[config.mk]
export PLATFORM = sky130hd
export DESIGN_NAME = lru_ts_ctrl
export DESIGN_NICKNAME = d
export VERILOG_FILES = /design/src/lru_timestamp_replacement_macros.svh /design/src/lru_ts_pkg.sv /design/src/lru_ts_ctrl.sv
export SDC_FILE = /design/constraint.sdc
export NUM_CORES = 1
export LEC_CHECK = 0
export BUFFER_PORTS_ARGS = -buffer_cell sky130_fd_sc_hd__buf_2
export CAP_MARGIN = 15
export CORE_AREA = 3 3 40 42
export DETAILED_ROUTE_END_ITERATION = 6
export DIE_AREA = 0 0 43 45
export GPL_TIMING_DRIVEN = 0
export PLACE_DENSITY = 0.4
export RECOVER_POWER = 100
export SYNTH_ARGS = -nofsm -noshare
export SYNTH_HDL_FRONTEND = slang
export SYNTH_SLANG_ARGS = --single-unit
export TNS_END_PERCENT = 20
[constraint.sdc]
create_clock -name clk -period 3.2 [get_ports clk]
set_clock_uncertainty 0.05 [all_clocks]
set_input_delay 0.48 -clock clk [delete_from_list [all_inputs] [get_ports clk]]
set_output_delay 0.48 -clock clk [all_outputs]
set_load 0.02 [all_outputs]
[src/lru_timestamp_replacement_macros.svh]
// ----------------------------------------------------------------------------
// lru timestamp replacement assertion macros
// shared assertion forms, clocked on clk and held off during rst
// ----------------------------------------------------------------------------
`ifndef LRU_TIMESTAMP_REPLACEMENT_MACROS_SVH
`define LRU_TIMESTAMP_REPLACEMENT_MACROS_SVH

// same-cycle implication
`define LRU_TS_ASSERT_SAME(label, ante, cons) \
  label: assert property (@(posedge clk) disable iff (rst) (ante) |-> (cons)) \
    else $error("lru_ts: same-cycle check failed");

// next-cycle implication
`define LRU_TS_ASSERT_NEXT(label, ante, cons) \
  label: assert property (@(posedge clk) disable iff (rst) (ante) |=> (cons)) \
    else $error("lru_ts: next-cycle check failed");

`endif

[src/lru_ts_pkg.sv]
// ----------------------------------------------------------------------------
// lru_ts_pkg
// shared constants, action codes, state and control types
// ----------------------------------------------------------------------------
package lru_ts_pkg;

  localparam int SETS_DEF       = 64;
  localparam int WAYS_DEF       = 16;
  localparam int STAMP_BITS_DEF = 64;

  localparam int ACTION_W = 2;
  localparam int SET_IDX_W = 6;
  localparam int WAY_IDX_W = 4;

  localparam logic [ACTION_W-1:0] ACT_VICTIM = 2'd0;
  localparam logic [ACTION_W-1:0] ACT_FILL   = 2'd1;
  localparam logic [ACTION_W-1:0] ACT_UPDATE = 2'd2;

  typedef enum logic [2:0] {
    ST_CLEAR,
    ST_IDLE,
    ST_SCAN,
    ST_DRAIN,
    ST_DONE
  } state_t;

  // controller to datapath
  typedef struct packed {
    logic latch;
    logic scan_step;
    logic best_clr;
    logic stamp_en;
    logic clr_step;
  } cmd_t;

  // datapath to controller
  typedef struct packed {
    logic req_victim;
    logic set_ok;
    logic stamp_ok;
    logic scan_last;
    logic clr_last;
  } status_t;

endpackage

[src/lru_ts_ctrl.sv]
// ----------------------------------------------------------------------------
// lru_ts_ctrl
// sequencer for clearing pass, victim scan and stamp writes
// ----------------------------------------------------------------------------
module lru_ts_ctrl (
  input  logic               clk,
  input  logic               rst,
  input  logic               start,
  input  lru_ts_pkg::status_t status,
  output lru_ts_pkg::cmd_t    cmd,
  output logic               busy,
  output logic               done
);

  lru_ts_pkg::state_t state;
  lru_ts_pkg::state_t state_next;

  always_ff @(posedge clk) begin
    if (rst) begin
      state <= lru_ts_pkg::ST_CLEAR;
    end else begin
      state <= state_next;
    end
  end

  always_comb begin
    state_next = state;
    unique case (state)
      lru_ts_pkg::ST_CLEAR: begin
        if (status.clr_last) state_next = lru_ts_pkg::ST_IDLE;
      end
      lru_ts_pkg::ST_IDLE: begin
        if (start && status.req_victim) begin
          state_next = status.set_ok ? lru_ts_pkg::ST_SCAN : lru_ts_pkg::ST_DONE;
        end
      end
      lru_ts_pkg::ST_SCAN: begin
        if (status.scan_last) state_next = lru_ts_pkg::ST_DRAIN;
      end
      lru_ts_pkg::ST_DRAIN: state_next = lru_ts_pkg::ST_DONE;
      lru_ts_pkg::ST_DONE:  state_next = lru_ts_pkg::ST_IDLE;
      default:              state_next = lru_ts_pkg::ST_CLEAR;
    endcase
  end

  always_comb begin
    cmd  = '0;
    busy = 1'b1;
    done = 1'b0;
    unique case (state)
      lru_ts_pkg::ST_CLEAR: cmd.clr_step = 1'b1;
      lru_ts_pkg::ST_IDLE: begin
        busy = 1'b0;
        if (start) begin
          cmd.latch    = status.req_victim;
          cmd.best_clr = status.req_victim && !status.set_ok;
          cmd.stamp_en = status.stamp_ok;
        end
      end
      lru_ts_pkg::ST_SCAN:  cmd.scan_step = 1'b1;
      lru_ts_pkg::ST_DRAIN: ;
      lru_ts_pkg::ST_DONE:  done = 1'b1;
      default: ;
    endcase
  end

endmodule

## After elaboration in Yosys (flattened, before gate mapping)

Index checks and enable logic that the tools add are counted.

| word-level totals | value |
|---|---|
| logic and storage cells | 26 |
| input port bits | 8 |
| bits in registers | 3 |

| cells by class | value |
|---|---|
| multiplexer cells | 13 |
| equal/unequal tests | 7 |
| reductions and logical operators | 5 |

Operators with widths:

| operator | number |
|---|---|
| 3-bit one-hot mux with 5 select lines | 1 |
| 3-bit 2-to-1 mux | 4 |
| 3-bit by 2-bit == test with 1-bit output, second input constant | 2 |
| 1-bit 2-to-1 mux | 6 |
| 2-bit inequality test, second input constant | 3 |
| 2-bit 2-to-1 mux | 2 |
| 3-bit by 1-bit == test with 1-bit output, second input constant | 1 |
| 3-bit == test, second input constant | 1 |
| 3-bit logical NOT | 1 |
| 3-bit AND reduction | 1 |
| 1-bit logical AND | 2 |
| 1-bit logical NOT | 1 |

## Longest topological paths before layout

Gate-level depths: netlist of the first run.

| logic depth | value |
|---|---|
| word-level depth | 4 |
| depth in mapped cells | 3 |
| mapped depth without buffers | 3 |

## Least setup slack after synthesis of the first run

No wires, ideal clock.

| timing | value |
|---|---|
| path kind | register -> output |
| start point | reg state[1] |
| end point | out cmd[3] (netlist name) |
| cell stages (with the launch flop) | 2 |
| arrival | 1.018 ns |
| path slack | 1.652 ns |
| required time | 2.670 ns |
| cells stage by stage | dfxtp_1 nor3b_1 |

RTL lines:

| element | RTL line | text |
|---|---|---|
| start, declared | lru_ts_ctrl.sv:15 | `lru_ts_pkg::state_t state;` |
| start signal, assigned | lru_ts_ctrl.sv:20 | `state <= lru_ts_pkg::ST_CLEAR;` |
| start signal, assigned | lru_ts_ctrl.sv:22 | `state <= state_next;` |
| end, declared | lru_ts_ctrl.sv:10 | `output lru_ts_pkg::cmd_t cmd,` |

==> impl_metrics.json, run 1 <==
{
  "antenna_cells": 0,
  "p_seq_share_pct": 30.8,
  "numCtsBuffers": 3,
  "port_buffers": 14,
  "setup_violations": 0,
  "reg.largest.list": "state (3)",
  "syn_to_final_growth_pct": 49.7,
  "clkPwrFrac_pct": 44.9,
  "cp-start-kind": "register",
  "rsz0062_at_grt": "no",
  "wl_per_cell_um": 10.7,
  "crit_type": "reg -> out",
  "viasPerCell": 4.18,
  "tns_ns": 0,
  "drive_above_1_share_pct": 23.8,
  "drc": 0,
  "finalNonFillerCells": 57,
  "internal-power_uw": 102,
  "layout_commonest_cell": "clkbuf_1",
  "grt_overflow": 0,
  "synth_fp_nets": 32,
  "globalplace.congestion": 0.688,
  "clk_latency_ns": 0.23,
  "finalHoldViolCount": 0,
  "grt_max_degree": 9,
  "cts_resized": 0,
  "final_area_um2": 302,
  "p_leak_uw": 0.000137,
  "end_kind": "output port",
  "ant_nets": 0,
  "synthTopCellsByArea": "dfxtp_1 (30%), and4b_1 (9.9%), nand2b_1 (9.3%), nor3b_1 (7.5%), and3_1 (6.2%)",
  "crit_path_max_fanout": 8,
  "comb_power_share_pct": 24.2,
  "yosysTopAreaCell": "dfxtp_1",
  "grt_pass1_vias": 251,
  "start_util_pct": 15.7,
  "hold_buffers": 0,
  "antenna_found_initial": 0,
  "clock_path_buffers": 2,
  "routed_wl_um": 612,
  "slew_violations": 0,
  "ios": 15,
  "num_vias": 238,
  "most-common-layout-cells": "clkbuf_1 (8), buf_2 (7)",
  "required_ns": 2.67,
  "cts.sinks": 3,
  "coreArea_um2": 1280,
  "grtUsageTotal_pct": 8.07,
  "synth_warnings": 0,
  "swShare_pct": 31.5,
  "final_nets": 51,
  "htree_levels": 1,
  "post_dp_cell_area_um2": 290,
  "die-area_um2": 1940,
  "clk_pin_slew_worst_paths_ns": 0.04,
  "worstPathArrival_ns": 1.78,
  "maxCapViolCount": 0,
  "fin_crit_sh_pct": 72.1,
  "powerDensity_nw_per_um2": 492,
  "holdWs_ns": 0.487,
  "fillers": 151,
  "cts_tree": "yes",
  "chipWidth_um": 43,
  "largest-register": "state",
  "max_freq_mhz": 434,
  "root_buffer": "clkbuf_4",
  "syn_inst": 24,
  "slew_headroom_pct": 56.1,
  "grt_first_pass_wirelength_um": 1080,
  "synth.distinct_cells": 15,
  "drt_iter0_drc": 2,
  "syn_avg_cell_area_um2": 8.39,
  "synth.yosys.seq_area_share_pct": 29.8,
  "drt-pass1-iter-count": 2,
  "fp-row-count": 13,
  "p_switching_uw": 46.8,
  "dp_cells": 53,
  "status": "finished, final reports clean",
  "irDropWorstVdd_mv": 0.0938,
  "die_y_um": 45,
  "period_needed_ns": 2.31,
  "cts_setup_buffers": 0,
  "tightest_slew_ns": 0.658,
  "largest_reg_flops": 3,
  "synth-seq-cells": 3,
  "synth_top_area_share_pct": 29.8,
  "synthesis.area_um2": 201,
  "hp-class": "in -> reg"
}
## path summary, 6_finish.rpt
kind         startpoint  cells past startpoint  slack, ns       end
max            state[0]                      3       0.89    cmd[2]
max reg2reg    state[0]                      3       1.79  state[1]
min reg2reg    state[0]                      1       0.56  state[2]
min           status[3]                      3       0.49  state[1]
## metal layers
metal / vias up / track usage, % / routed length, µm
met2: 9 / 10.5 / 306
li1: 127 / - / -
met4: 0 / 10.8 / 0
met5: - / 0 / 0
met3: 0 / 2.79 / 35
met1: 102 / 8.89 / 271
## final cells by class
type / instances / area [µm²] / area share, %
inverter: 1 / 3.75 / 1.24
tap: 15 / 18.8 / 6.22
clock buffer: 4 / 26.3 / 8.71
sequential: 3 / 60.1 / 19.9
timing repair buffer: 14 / 61.3 / 20.3
multi-input combinational: 20 / 131 / 43.6
## through the flow
stage	utilization, %	setup slack, ns	total power (µW)
2_1_floorplan	-	1.65	69.2
3_3_place_gp	22.6	1.45	85.4
3_5_place_dp	22.6	1.45	85.1
4_1_cts	24.6	1.17	155
5_1_grt	23.5	0.722	163
6_report	23.5	0.894	148
## cells in the mapped netlist, drive strengths merged
cell     n
a2111oi  1
and3     2
nor2b    1
inv      1
a31oi    1
a21oi    2
nand3    1
nor3     2
nand2b   3
dfxtp    3
nor3b    3
a21o     1
nor2     1
and4b    2
## critical path, stage by stage (launching register included)
cell and delay [ns]:
dfxtp_1 0.44, nor3b_1 0.59, and4b_1 0.29, clkbuf_1 0.23
## cell families (layout without fill, tap and decap cells)
family,after synthesis,count (layout),synth area share (%)
AND/OR/NAND/NOR,15,15,51.5
AO/OA/AOI/OAI,5,5,16.8
flip-flops,3,3,29.8
buffers and inverters,1,19,1.86
## power by group through the flow
stage | clock, µW | combinational, µW | sequential (µW)
after floorplan | 0 | 24.3 | 44.9
after global placement | 0 | 38.9 | 46.5
after detailed placement | 0 | 38.4 | 46.7
after CTS | 70.5 | 39.0 | 46.0
after global routing | 75.6 | 40.6 | 46.8
final | 66.7 | 36.0 | 45.7
Power figures use the tool's default switching activity.
==> run 2, diff against run 1 <==
--- a/config.mk
+++ b/config.mk
@@ -5,13 +5,14 @@
 export SDC_FILE = /design/constraint.sdc
 export NUM_CORES = 1
 export LEC_CHECK = 0
+export ABC_AREA = 1
 export BUFFER_PORTS_ARGS = -buffer_cell sky130_fd_sc_hd__buf_2
 export CAP_MARGIN = 15
 export CORE_AREA = 3 3 40 42
 export DETAILED_ROUTE_END_ITERATION = 6
 export DIE_AREA = 0 0 43 45
 export GPL_TIMING_DRIVEN = 0
-export PLACE_DENSITY = 0.4
+export PLACE_DENSITY = 0.44
 export RECOVER_POWER = 100
 export SYNTH_ARGS = -nofsm -noshare
 export SYNTH_HDL_FRONTEND = slang
==> constraint.sdc (replaced) <==
create_clock -name clk -period 2.05 [get_ports clk]
set_clock_uncertainty 0.05 [all_clocks]
set_input_delay 0.3075 -clock clk [delete_from_list [all_inputs] [get_ports clk]]
set_output_delay 0.3075 -clock clk [all_outputs]
set_load 0.02 [all_outputs]
==> impl_metrics.json, run 2 <==
{
  "drt_iter0_drc": 1,
  "post_dp_cell_area_um2": 318,
  "worstPathArrival_ns": 1.33,
  "slew_headroom_pct": 82.6,
  "wl_per_cell_um": 8.24,
  "period_needed_ns": 1.69,
  "synth.distinct_cells": 14,
  "drive_above_1_share_pct": 30.2,
  "largest-register": "state",
  "slowest_stage": "dfxtp_1",
  "clkPwrFrac_pct": 40.9,
  "syn_avg_cell_area_um2": 6.54,
  "final_area_um2": 320,
  "grt_first_pass_wirelength_um": 848,
  "synth_warnings": 0,
  "clk_pin_slew_worst_paths_ns": 0.04,
  "reg.largest.list": "state (3)",
  "clk_latency_ns": 0.23,
  "routed_wl_um": 560,
  "crit_type": "reg -> out",
  "port_buffers": 14,
  "grtUsageTotal_pct": 6.16,
  "utilization_pct": 24.9,
  "synthFlopType": "dfxtp_1",
  "cpPeakStageDelay_ns": 0.33,
  "tightest_slew_ns": 0.262,
  "antenna_cells": 0,
  "synthTopCellsByArea": "dfxtp_1 (26%), nor2_1 (11%), nor3_2 (8.7%), inv_1 (8.2%), nand3_4 (7.7%)",
  "rsz0062_at_grt": "no",
  "p_seq_share_pct": 27.7,
  "p_leak_uw": 0.000163,
  "crit_path_max_fanout": 6,
  "tns_ns": 0,
  "maxCapViolCount": 0,
  "p_switching_uw": 90.0,
  "netlist_top_cells_count": "nor2_1 (7), inv_1 (5)",
  "synth.most_common_cell": "nor2_1",
  "place.detailed.hpwl_um": 444,
  "num_vias": 258,
  "ant_nets": 0,
  "clock_path_buffers": 2,
  "coreArea_um2": 1280,
  "viasPerCell": 3.79,
  "hold_buffers": 0,
  "fin_crit_sh_pct": 82.5,
  "setup_violations": 0,
  "cts_setup_buffers": 0,
  "hp-class": "in -> reg",
  "synth_edf_count": 0,
  "worst-path-buf-inv": 2,
  "synth_fp_nets": 43,
  "drc": 0,
  "fp-row-count": 13,
  "slew_violations": 0,
  "crit_chain": "inv_1 > nand3_1 > nor3_1 > clkbuf_1",
  "comb_power_share_pct": 31.4,
  "final_nets": 62,
  "yosysTopAreaCell": "dfxtp_1",
  "max_freq_mhz": 591,
  "cts_tree": "yes",
  "internal-power_uw": 163,
  "largest_reg_flops": 3,
  "synthesis.area_um2": 229,
  "numCtsBuffers": 3,
  "grt_overflow": 0,
  "most-common-layout-cells": "nor2_1 (8), clkbuf_1 (8), buf_2 (7), inv_1 (6), nand3_1 (4)",
  "grt_pass1_vias": 245,
  "die_y_um": 45,
  "antenna_found_initial": 0,
  "synth.yosys.seq_area_share_pct": 26.2,
  "cp-start-kind": "register",
  "swShare_pct": 35.6,
  "status": "finished, final reports clean",
  "grt_max_degree": 7,
  "root_buffer": "clkbuf_4",
  "ios": 15,
  "cts_resized": 0,
  "globalplace.congestion": 0.700,
  "ys_async_sr_fraction_pct": 0,
  "syn_to_final_growth_pct": 39.9,
  "start_util_pct": 17.8,
  "synth-seq-cells": 3,
  "powerDensity_nw_per_um2": 790,
  "required_ns": 1.69,
  "drt-pass1-iter-count": 2,
  "synth_top_area_share_pct": 26.2,
  "die-area_um2": 1940,
  "syn_inst": 35,
  "chipWidth_um": 43,
  "finalHoldViolCount": 0,
  "end_kind": "output port",
  "htree_levels": 1,
  "irDropWorstVdd_mv": 0.202,
  "cts.sinks": 3,
  "crit_family": "buffers and inverters"
}
==> run 2: cells by family after synthesis <==
logic type / synth area share [%]
buffers and inverters: 13.1
flip-flops: 26.2
AO/OA/AOI/OAI: 7.11
AND/OR/NAND/NOR: 53.6
==> run 2: per-stage QoR <==
| step | setup WS, ns | total power (µW) | cells | hold WS (ns) |
|---|---|---|---|---|
| global route | 0.256 | 274 | 68 | 0.229 |
| floorplan | 0.630 | 134 | 35 | 0.327 |
| finish | 0.358 | 253 | 68 | 0.228 |
| CTS | 0.552 | 272 | 68 | 0.216 |
| detailed placement | 0.811 | 161 | 64 | 0.467 |
| global placement | 0.797 | 161 | 64 | 0.471 |
==> run 2: layer usage <==
metal / wire (µm) / global-route usage (%) / vias to the layer above
met2: 298 / 9.88 / 4
li1: - / - / 146
met3: 32 / 1.99 / 0
met5: 0 / 0 / -
met1: 229 / 5.77 / 108
met4: 0 / 7.23 / 0
==> run 2: final timing paths <==
check / from / end / slack (ns) / cells after the start
setup / recovery: state[2] / cmd[2] / 0.36 / 4
setup reg to reg: state[2] / state[2] / 0.83 / 6
hold reg to reg: state[0] / state[2] / 0.51 / 2
hold / removal: rst / state[1] / 0.23 / 2
==> run 2: power groups by stage <==
stage / registers [µW] / logic (µW) / clock network, µW
2_1_floorplan: 71.3 / 63.1 / 0
3_3_place_gp: 72.9 / 88.6 / 0
3_5_place_dp: 72.4 / 88.1 / 0
4_1_cts: 71.5 / 88.5 / 112
5_1_grt: 71.1 / 89.3 / 113
6_report: 70.1 / 79.3 / 104
==> run 2: worst reg2reg max path, delay by kind of cell (launching register included) <==
kind	cells	cell delay (ns)
flops	1	0.33
buf+inv	2	0.20
simple gates	4	0.54
==> run 2: cell type report <==
type                       count  area, µm²
fill                         161        965
multi-input combinational     24        124
timing repair buffer          14       61.3
sequential                     3       60.1
inverter                       8       30.0
clock buffer                   4       26.3
tap                           15       18.8
